==> config.mk <==
export PLATFORM = sky130hd
export DESIGN_NAME = bfiq_probe
export DESIGN_NICKNAME = d
export VERILOG_FILES = /design/src/rtl/bfiq_pkg.sv /design/src/rtl/bfiq_probe.sv
export SDC_FILE = /design/constraint.sdc
export NUM_CORES = 1
export LEC_CHECK = 0
export ABC_CLOCK_PERIOD_IN_PS = 14000
export BUFFER_PORTS_ARGS = -buffer_cell sky130_fd_sc_hd__buf_4
export CAP_MARGIN = 40
export CORE_AREA = 3 3 228 230
export CTS_CLUSTER_SIZE = 24
export DETAILED_ROUTE_END_ITERATION = 16
export DIE_AREA = 0 0 231 233
export PLACE_DENSITY = 0.57
export SYNTH_ARGS = -nofsm -noshare
export SYNTH_HDL_FRONTEND = slang
export SYNTH_SLANG_ARGS = --single-unit
==> constraint.sdc <==
create_clock -name i_clk -period 14 [get_ports i_clk]
set_input_delay 2.8 -clock i_clk [delete_from_list [all_inputs] [get_ports i_clk]]
set_output_delay 2.8 -clock i_clk [all_outputs]
set_load 0.005 [all_outputs]
==> src/rtl/bfiq_pkg.sv <==
// Package for the Bloom filter insert/query block: sizes, types, helpers.
// No dependencies; imported by bfiq_probe, bfiq_rmw and the top level (not by bfiq_ram).
`timescale 1ns / 1ps

package bfiq_pkg;

    // sizing of the bit store
    localparam int MAX_BITS     = 65536;
    localparam int WORD_BITS    = 64;
    localparam int MAX_PROBES   = 100;
    localparam int FILTER_DEPTH = (MAX_BITS + WORD_BITS - 1) / WORD_BITS;
    localparam int ADDR_W       = $clog2(FILTER_DEPTH);
    localparam int BIT_W        = $clog2(WORD_BITS);
    localparam int POS_W        = $clog2(MAX_BITS);

    // field and register widths
    localparam int HASH_W       = 64;
    localparam int HALF_W       = HASH_W / 2;
    localparam int NUM_BITS_W   = 17;
    localparam int NUM_PROBES_W = 7;
    localparam int CNT_W        = $clog2(MAX_PROBES + 1);
    localparam int CFG_DATA_W   = NUM_BITS_W;
    localparam int CFG_IDX_W    = 2;
    localparam int PROD_W       = HALF_W + NUM_BITS_W;

    // register indexes
    localparam logic [CFG_IDX_W-1:0] REG_NUM_BITS   = CFG_IDX_W'(0);
    localparam logic [CFG_IDX_W-1:0] REG_NUM_PROBES = CFG_IDX_W'(1);

    // reset values
    localparam logic [NUM_BITS_W-1:0]   RST_NUM_BITS   = NUM_BITS_W'(65536);
    localparam logic [NUM_PROBES_W-1:0] RST_NUM_PROBES = NUM_PROBES_W'(7);

    // operation codes
    localparam logic FUNC_INSERT = 1'b0;
    localparam logic FUNC_QUERY  = 1'b1;

    typedef enum logic [1:0] {
        S_CLEAR,
        S_IDLE,
        S_RUN
    } t_state;

    // one probe position headed for the bit store
    typedef struct packed {
        logic             valid;
        logic [POS_W-1:0] pos;
    } t_probe;

    // status of the read-modify-write path
    typedef struct packed {
        logic clearing;
        logic inflight;
        logic all_set;
    } t_rmw_stat;

    // zero acts as one, above MAX_BITS saturates
    function automatic logic [NUM_BITS_W-1:0] eff_bits(input logic [NUM_BITS_W-1:0] v);
        logic [NUM_BITS_W-1:0] r;
        r = v;
        if (v == '0) begin
            r = NUM_BITS_W'(1);
        end else if (v > NUM_BITS_W'(MAX_BITS)) begin
            r = NUM_BITS_W'(MAX_BITS);
        end
        return r;
    endfunction

    function automatic logic [CNT_W-1:0] eff_probes(input logic [NUM_PROBES_W-1:0] v);
        logic [CNT_W-1:0] r;
        if (32'(v) > MAX_PROBES) begin
            r = CNT_W'(MAX_PROBES);
        end else begin
            r = CNT_W'(v);
        end
        return r;
    endfunction

endpackage

==> src/rtl/bfiq_probe.sv <==
// Probe generator: steps x = h1 + i*h2 and range-reduces it to a bit position.
// Depends on bfiq_pkg.
`timescale 1ns / 1ps

module bfiq_probe (
    input  logic                             i_clk,
    input  logic                             i_rst_n,
    input  logic                             i_load,
    input  logic [bfiq_pkg::HASH_W-1:0]      i_key_hash,
    input  logic [bfiq_pkg::CNT_W-1:0]       i_probes,
    input  logic [bfiq_pkg::NUM_BITS_W-1:0]  i_bits,
    output bfiq_pkg::t_probe                 o_probe,
    output logic                             o_pending
);
    import bfiq_pkg::*;

    logic [HALF_W-1:0] r_x;
    logic [HALF_W-1:0] r_h2;
    logic [CNT_W-1:0]  r_cnt;
    logic              r_valid;
    logic [POS_W-1:0]  r_pos;
    logic [PROD_W-1:0] prod;

    // multiply-high range reduction; result is below i_bits
    assign prod = PROD_W'(r_x) * PROD_W'(i_bits);

    always_ff @(posedge i_clk) begin
        if (!i_rst_n) begin
            r_cnt   <= '0;
            r_valid <= 1'b0;
        end else if (i_load) begin
            r_cnt   <= i_probes;
            r_valid <= 1'b0;
        end else if (r_cnt != '0) begin
            r_cnt   <= r_cnt - CNT_W'(1);
            r_valid <= 1'b1;
        end else begin
            r_valid <= 1'b0;
        end
    end

    always_ff @(posedge i_clk) begin
        if (i_load) begin
            r_x  <= i_key_hash[HALF_W-1:0];
            r_h2 <= i_key_hash[HASH_W-1:HALF_W];
        end else if (r_cnt != '0) begin
            r_x   <= r_x + r_h2;
            r_pos <= prod[HALF_W +: POS_W];
        end
    end

    assign o_probe.valid = r_valid;
    assign o_probe.pos   = r_pos;
    assign o_pending     = (r_cnt != '0);

endmodule

After elaboration in Yosys (flattened, before gate mapping)
Cells that the tools add are included.
{"block": "totals", "ff_bits": 88, "input_bits": 91, "out_inout_bits": 18, "wordCells": 19}
{"block": "op_classes", "add_sub_neg": 2, "multipliers": 1, "mux": 5, "bitwise_logic": 2, "n_reduce_logical": 4}
{"operator": "two-way mux 32 bit", "n": 2}
{"operator": "multiplier 32 x 17 -> 48 bit", "n": 1}
{"operator": "adder 32 bit", "n": 1}
{"operator": "two-way mux 7 bit", "n": 2}
{"operator": "nonzero test 7 bit", "n": 1}
{"operator": "subtractor 7 x 1 -> 7 bit (second input constant)", "n": 1}
{"operator": "NOT 1 bit", "n": 2}
{"operator": "AND reduction 2 bit", "n": 1}
{"operator": "nonzero test 2 bit", "n": 1}
{"operator": "OR reduction 2 bit", "n": 1}
{"operator": "two-way mux 1 bit", "n": 1}

Logic depth before layout (Yosys ltp)
Gate-level depths: netlist (run 1).
{"block": "depth", "word_depth": 3, "ltp_mapped": 23, "ltp_nobuf": 22}

Worst setup path after synthesis (run 1)
No wires, ideal clock.
{"block": "synth_timing", "kind": "input to register", "from": "input port i_bits[2] (netlist name)", "to": "register r_pos[15] (data pin)", "setup_ns": 0.158, "arrival_ns": 8.228, "required_time_ns": 13.842, "slack_ns": 5.615, "stages": 22, "path_buffers": 1, "path_cell_list": "clkbuf_1 -> nand2_1 -> fa_1 -> inv_1 -> fa_1 -> inv_1 -> fa_1 -> inv_1 -> fa_1 -> fa_1 -> inv_1 -> fa_1 -> inv_1 -> ha_1 -> and3_1 -> and3_1 -> a22oi_1 -> a21oi_1 -> a21oi_1 -> o211ai_1 -> a2111o_1 -> o211ai_1"}
{"block": "synth_via", "elab_chain_cells": 1}
{"element": "start: declaration", "line_no": "bfiq_probe.sv:11", "source": "input logic [bfiq_pkg::NUM_BITS_W-1:0] i_bits,"}
{"element": "multiplier 32 x 17 -> 48 bit", "line_no": "bfiq_probe.sv:25", "source": "assign prod = PROD_W'(r_x) * PROD_W'(i_bits);"}
{"element": "net prod[47]", "line_no": "bfiq_probe.sv:22", "source": "logic [PROD_W-1:0] prod;"}
{"element": "end signal: assignment", "line_no": "bfiq_probe.sv:48", "source": "r_pos <= prod[HALF_W +: POS_W];"}
{"element": "end: declaration", "line_no": "bfiq_probe.sv:21", "source": "logic [POS_W-1:0] r_pos;"}
The timed path passes the listed nets, and every way through them passes these cells.
A chain may end at the register's enable or synchronous reset.

Final worst setup path (run 1)
Same ends and word-level chain as after synthesis.

==> results of run 1 <==
==> flip-flops by register name (all words and copies together), names as in the netlist <==
| signal | count |
|---|---|
| r_h2 | 32 |
| r_x | 32 |
| r_pos | 16 |
| r_cnt | 7 |
| r_valid | 1 |
==> routing by layer <==
| metal | global-route usage (%) | up-vias | wire length [µm] |
|---|---|---|---|
| met5 | 0 | - | 0 |
| met3 | 2.49 | 102 | 2410 |
| met1 | 26.3 | 8326 | 22400 |
| li1 | - | 7272 | - |
| met2 | 41.0 | 402 | 30700 |
| met4 | 8.39 | 0 | 2260 |
==> synthesized netlist by cell type (all sizes together), types with 4 or more instances <==
library cell  number  area (µm²)
nand3             21         105
and2             208        1300
nor2              33         124
nor2b              8        50.1
nand2b             5        31.3
xor2              21         184
a21o              33         248
clkbuf           102         383
ha               149        1860
a21oi             69         345
o21ai             65         325
a31oi              8        50.1
a211o              6        52.6
inv              550        2060
edfxtp            80        2400
a211oi             9        67.6
o31ai              7        52.6
nor3b              4        30.0
o21a               9        67.6
fa               447        8950
nor3              16        80.1
o21bai             8        63.8
and4               5        43.8
and3              12        75.1
nand2            416        1560
xnor2             26         228
o211ai             8        60.1
dfxtp              8         160
nand4              9        56.3
==> cells by family after synthesis <==
logic type	count (synthesis)
xor gates and xnor gates	47
adders and majority gates	596
muxes	4
buffers and inverters	655
DFF	88
and+or+nand+nor	748
AOI/OAI and AO/OA	250
==> critical path, stage by stage <==
cell and delay (ns):
buf_4 0.36, nand2_1 0.15, fa_1 0.55, fa_1 0.52
fa_1 0.52, inv_1 0.05, fa_1 0.51, fa_1 0.50
inv_1 0.05, fa_1 0.47, inv_1 0.04, ha_1 0.34
a21oi_1 0.20, o21ai_0 0.20, a211oi_1 0.25, o31ai_1 0.19
a21oi_1 0.58, o211ai_1 0.28, a2111o_1 0.42, o211ai_1 0.10
==> through the flow <==
| stage | std cells | area [µm²] | hold WS (ns) |
|---|---|---|---|
| after floorplan | 2388 | 21400 | 0.569 |
| after global placement | 3070 | 22700 | 0.583 |
| after detailed placement | 3077 | 22900 | 0.599 |
| after CTS | 3093 | 23200 | 0.611 |
| after global routing | 3093 | 23200 | 0.660 |
| final | 3093 | 23200 | 0.615 |
==> worst min path at each step <==
stage               startpoint  endpoint  slack [ns]  cells after the start
floorplan             r_cnt[6]  r_cnt[6]        0.57                      3
global placement      r_cnt[6]  r_cnt[6]        0.58                      3
detailed placement    r_cnt[6]  r_cnt[6]        0.60                      3
CTS                   r_cnt[6]  r_cnt[6]        0.61                      3
global route          r_cnt[6]  r_cnt[6]        0.66                      3
finish                r_cnt[6]  r_cnt[6]        0.61                      3
==> cell type report <==
class                           instances  area, µm²
Clock buffer                           10        229
Fill cell                            4890      26900
Clock inverter                          6       53.8
Tap cell                              672        841
Inverter                              550       2060
Multi-Input combinational cell       1645      16400
Timing Repair Buffer                  122       1030
Sequential cell                        88       2560
==> flow_summary_export.csv, run 1 <==
group,metric,value,unit
cts,htreeDepth,3,
synthesis,syn-cell-area,0.0214,mm²
sta,totalNegativeSetupSlack,0,ns
global_routing,grt.overflow.total,0,
critical_path,startpoint_type,"input pin",
die,initial_utilization,42.8,%
placement,io_buffers,108,
critical_path,critPathCaptureType,"flop",
sta,max_freq,0.112,GHz
synthesis,synth_async_sr_flop_share,0,%
sta,maxSlewHeadroom,33.8,%
sta,setup_viol_count_final,0,
die,design.die.area,0.0538,mm²
sta,final.setup_skew,0.0134,ns
drt,vias,16100,
drt,wl,57800,µm
cts,cts_buffers,9,
outcome,status,"completed",
global_routing,grt.total_usage,22.1,%
synthesis,synthCells,2388,
critical_path,cp-startpoint,"i_bits[2]",
critical_path,r2r_cells,19,
critical_path,critical_path_required,14.21,ns
final_layout,final_cell_mix,"550 x inv_1, 447 x fa_1, 416 x nand2_1",
drt,dr.pass1.iters,5,
cts,tritoncts,"done",
sta,post-route-period-util,63.8,%
sta,hold_viol_final,0,
cts,clock_latency,0.37,ns
cts,path_clk_slew,0.07,ns
drt,drt_iter0_markers,891,
cts,clock_path_buffers,2,
drt,wl_per_cell,18.7,µm
synthesis,syn_area_per_cell,8.97,µm²
die,core_area,0.0501,mm²
final_layout,antenna_cells,0,
die,rows,82,
global_routing,grt_pass1_wl,92200,µm
final_layout,syn_to_final_growth,8.18,%
final_layout,nNetsFinal,3103,
synthesis,synthSimpleGateAreaFrac,16.5,%
run,drv_cap,0,
worst_hold_path,holdCritPathClass,"reg -> reg",
synthesis,synth_top_family_by_area,"adder cells",
global_routing,antenna_found_initial,0,
synthesis,synth_nets,3075,
sta,grt_setup_unrepaired,"no",
synthesis,ys_seq_area_share,12.0,%
critical_path,critical_path.max_fanout,32,
final_layout,drive_gt1_share,5.99,%
global_routing,first_global_vias,17500,
cts,postCtsSetupBuffers,0,
final_layout,final_common_cell,"inv_1",
synthesis,muxShareOfSynthArea,0.204,%
cts,cts-root-buf,"clkbuf_16",
placement,place_ws,4.68,ns
synthesis,synth_edf_count,80,
synthesis,ys_seq_elements,88,
synthesis,synthAdderAreaFrac,50.5,%
die,die_x,231,µm
critical_path,timing.rr.start,"r_x[15]",
placement,place_hpwl,45500,µm
cts,cts_sinks,88,
sta,worst_slack,5.06,ns
die,die_y,233,µm
synthesis,ys_warn_count,0,
final_layout,finish.utilization,46.3,%
drt,vias_per_cell,5.21,
synthesis,synth-xor-area-share,1.92,%
critical_path,critPathArrivalTime,9.15,ns
critical_path,ff2ff_setup_slack,6.84,ns
cts,hold_buffers,0,
sta,tightestPinTransition,0.993,ns
global_routing,grt_max_degree,92,
critical_path,worst-setup-path-type,"in -> reg",
placement,place_congestion,0.850,
critical_path,cp-endpoint,"r_pos[15]",
drt,drtAntennaViolNets,0,
sta,layout_min_cycle_time,8.94,ns
synthesis,ys_types,62,
sta,drv_slew,0,
synthesis,synth-compound-area-share,7.38,%
synthesis,synth_ff_type,"edfxtp_1",
cts,post_cts_resized,0,
drt,remaining_drc_errors,0,
critical_path,worst_r2r_endpoint,"r_pos[15]",
die,io-pin-count,109,
Power of run 1 is not shown: default switching activity piles up to over one toggle a cycle in this logic, so the estimate is an artifact.
==> run 2, diff against run 1 <==
--- a/config.mk
+++ b/config.mk
@@ -5,13 +5,14 @@
 export SDC_FILE = /design/constraint.sdc
 export NUM_CORES = 1
 export LEC_CHECK = 0
-export ABC_CLOCK_PERIOD_IN_PS = 14000
+export ABC_AREA = 1
+export ABC_CLOCK_PERIOD_IN_PS = 8600
 export BUFFER_PORTS_ARGS = -buffer_cell sky130_fd_sc_hd__buf_4
 export CAP_MARGIN = 40
-export CORE_AREA = 3 3 228 230
+export CORE_AREA = 3 3 237 239
 export CTS_CLUSTER_SIZE = 24
 export DETAILED_ROUTE_END_ITERATION = 16
-export DIE_AREA = 0 0 231 233
+export DIE_AREA = 0 0 240 242
 export PLACE_DENSITY = 0.57
 export SYNTH_ARGS = -nofsm -noshare
 export SYNTH_HDL_FRONTEND = slang
==> constraint.sdc (replaced) <==
create_clock -name i_clk -period 8.6 [get_ports i_clk]
set_input_delay 1.72 -clock i_clk [delete_from_list [all_inputs] [get_ports i_clk]]
set_output_delay 1.72 -clock i_clk [all_outputs]
set_load 0.005 [all_outputs]
==> run 2 against run 1 <==
Against the previous run:
- clock skew rose by 0.0040 ns
- sequential share of layout area fell by 0.86 points
- synthesized cell count rose by 28%
- via count rose by 17%
- critical path depth rose by 2
- area after synthesis rose by 8.0%
==> flow_summary_export.csv, run 2 <==
group,metric,value,unit
synthesis,synth_async_sr_flop_share,0,%
outcome,status,"completed",
synthesis,synth_top_cell_by_area,"fa_1",
synthesis,synthMostInstantiatedCell,"nand2_1",
global_routing,antenna_found_initial,0,
die,initial_utilization,42.8,%
synthesis,muxShareOfSynthArea,0,%
synthesis,ys_seq_elements,88,
placement,io_buffers,108,
sta,setup_viol_count_final,0,
global_routing,grt_max_degree,63,
sta,tightestPinTransition,0.971,ns
cts,clock_path_buffers,2,
cts,htreeDepth,3,
drt,dr.pass1.iters,6,
die,io-pin-count,109,
synthesis,synth-xor-area-share,0.530,%
drt,drtAntennaViolNets,0,
drt,met3_length,3670,µm
drt,met2_wirelength,31100,µm
sta,post-route-period-util,81.7,%
global_routing,grt.total_usage,23.5,%
global_routing,grt.overflow.total,0,
die,design.die.area,0.0581,mm²
drt,drt_iter0_markers,1258,
global_routing,first_global_vias,20000,
synthesis,ys_warn_count,0,
cts,cts-root-buf,"clkbuf_16",
synthesis,ys_types,45,
final_layout,drive_gt1_share,6.73,%
cts,hold_buffers,0,
final_layout,antenna_cells,0,
critical_path,critical_path.max_fanout,32,
drt,vias,18900,
die,die_y,242,µm
drt,wl,65300,µm
die,core_area,0.0540,mm²
cts,postCtsSetupBuffers,0,
final_layout,regArea,0.00256,mm²
synthesis,syn_area_per_cell,7.55,µm²
critical_path,critPathCaptureType,"flop",
drt,wl_met1,29000,µm
synthesis,yosys-top-cells-area,"fa_1 39%, nand2_1 14%, inv_1 14%",
final_layout,nNetsFinal,3772,
critical_path,critical_path_required,8.74,ns
synthesis,syn-cell-area,0.0231,mm²
final_layout,nFillCells,5533,
cts,post_cts_resized,0,
cts,clock_latency,0.39,ns
placement,place_hpwl,53200,µm
final_layout,final_cell_mix,"885 x nand2_1, 844 x inv_1, 447 x fa_1",
synthesis,synth_top_family_by_area,"adder cells",
critical_path,critPathArrivalTime,7.17,ns
final_layout,largestRegisters,"r_h2 x32, r_x x32, r_pos x16",
drt,remaining_drc_errors,0,
placement,place_ws,1.17,ns
die,rows,85,
die,die_x,240,µm
placement,place_congestion,0.902,
final_layout,syn_to_final_growth,8.61,%
final_layout,multi_input_area,0.0169,mm²
sta,layout_min_cycle_time,7.03,ns
synthesis,synth_ff_type,"edfxtp_1",
synthesis,synthCells,3064,
synthesis,synth_edf_count,80,
sta,final.setup_skew,0.0174,ns
sta,max_freq,0.142,GHz
worst_hold_path,holdCritStartpoint,"r_cnt[6]",
sta,hold_viol_final,0,
global_routing,grt_pass1_wl,107000,µm
final_layout,final_common_cell,"nand2_1",
run,drv_cap,0,
synthesis,synth_nets,3751,
sta,worst_slack,1.57,ns
drt,top_layer_used,"met4",
critical_path,worst-setup-path-type,"in -> reg",
synthesis,synth_top_area_share,38.7,%
sta,totalNegativeSetupSlack,0,ns
drt,wl_per_cell,17.2,µm
sta,maxSlewHeadroom,35.2,%
cts,path_clk_slew,0.07,ns
synthesis,synthAdderAreaFrac,46.7,%
synthesis,ys_seq_area_share,11.1,%
drt,vias_per_cell,4.99,
critical_path,timing.rr.start,"r_x[19]",
sta,drv_slew,0,
sta,grt_setup_unrepaired,"no",
cts,tritoncts,"done",
synthesis,synth_common_cells,"885 x nand2_1, 845 x inv_1, 447 x fa_1, 149 x ha_1, 122 x nor2_1",
cts,cts_buffers,9,
worst_hold_path,holdCritPathClass,"reg -> reg",
critical_path,startpoint_type,"input pin",
cts,cts_sinks,88,
critical_path,cp-startpoint,"i_bits[5]",
synthesis,synthSimpleGateAreaFrac,21.0,%
synthesis,synth-compound-area-share,4.74,%
==> run 2: changes by cell type in the layout (fill, tap and decap cells not counted), moves of 12 or more <==
cell,delta
a21o_1,-25
a21oi_1,+34
and2_1,-207
inv_1,+294
nand2_1,+469
nand2_2,+17
nand3_1,+57
nand4_1,+12
nor2_1,+89
o21ai_0,+31
o21ai_1,-25
xnor2_1,-17
xor2_1,-16
==> run 2: per-layer routing <==
metal | GRT usage, % | vias to the layer above
met1 | 32.2 | 9373
met4 | 6.12 | 0
met3 | 3.56 | 102
met5 | 0 | -
met2 | 39.0 | 538
li1 | - | 8897
==> run 2: worst max-delay path, cell delays in order <==
cell and delay (ns):
buf_4 0.42, nand2_1 0.15, fa_1 0.56, inv_1 0.05, fa_1 0.48, inv_1 0.05
fa_1 0.49, inv_1 0.05, fa_1 0.54, fa_1 0.52, inv_1 0.05, fa_1 0.47
inv_1 0.04, ha_1 0.30, a21oi_1 0.29, o21ai_0 0.22, a21oi_1 0.30, o21ai_0 0.15
nand2_1 0.10, nand3_1 0.08, nand2_1 0.06, nand2_1 0.04
==> run 2: logic make-up (layout without fill, tap and decap cells) <==
logic type,count (synthesis),count (layout)
flops,88,88
xor+xnor,14,14
simple gates,1182,1182
fa+ha+maj,596,596
compound gates,204,204
buf+inv,980,1006
==> run 2: layout make-up <==
type                            count  share of cell area [%]
Sequential cell                    88                    10.2
Inverter                          858                    12.8
Clock buffer                       11                    1.01
Multi-Input combinational cell   1996                    67.2
Tap cell                          696                    3.46
Timing Repair Buffer              132                    5.13
Clock inverter                      5                   0.184
==> run 2: final timing paths <==
| check | endpoint | slack, ns | depth (start not counted) |
|---|---|---|---|
| max reg2reg | r_pos[10] | 2.36 | 20 |
| max | r_pos[15] | 1.57 | 22 |
| min reg2reg | r_cnt[6] | 0.46 | 2 |
| min | r_cnt[6] | 0.46 | 2 |
==> run 2: stage by stage <==
step                      utilization, %  hold slack (ns)  cell area (µm²)  cells
after floorplan                        -            0.438            23100   3064
after global placement              45.2            0.448            24400   3752
after detailed placement            45.9            0.457            24800   3768
after CTS                           46.5            0.467            25100   3784
after global routing                46.5            0.492            25100   3786
final                               46.5            0.464            25100   3786
Power of run 2 is left out for the same reason.
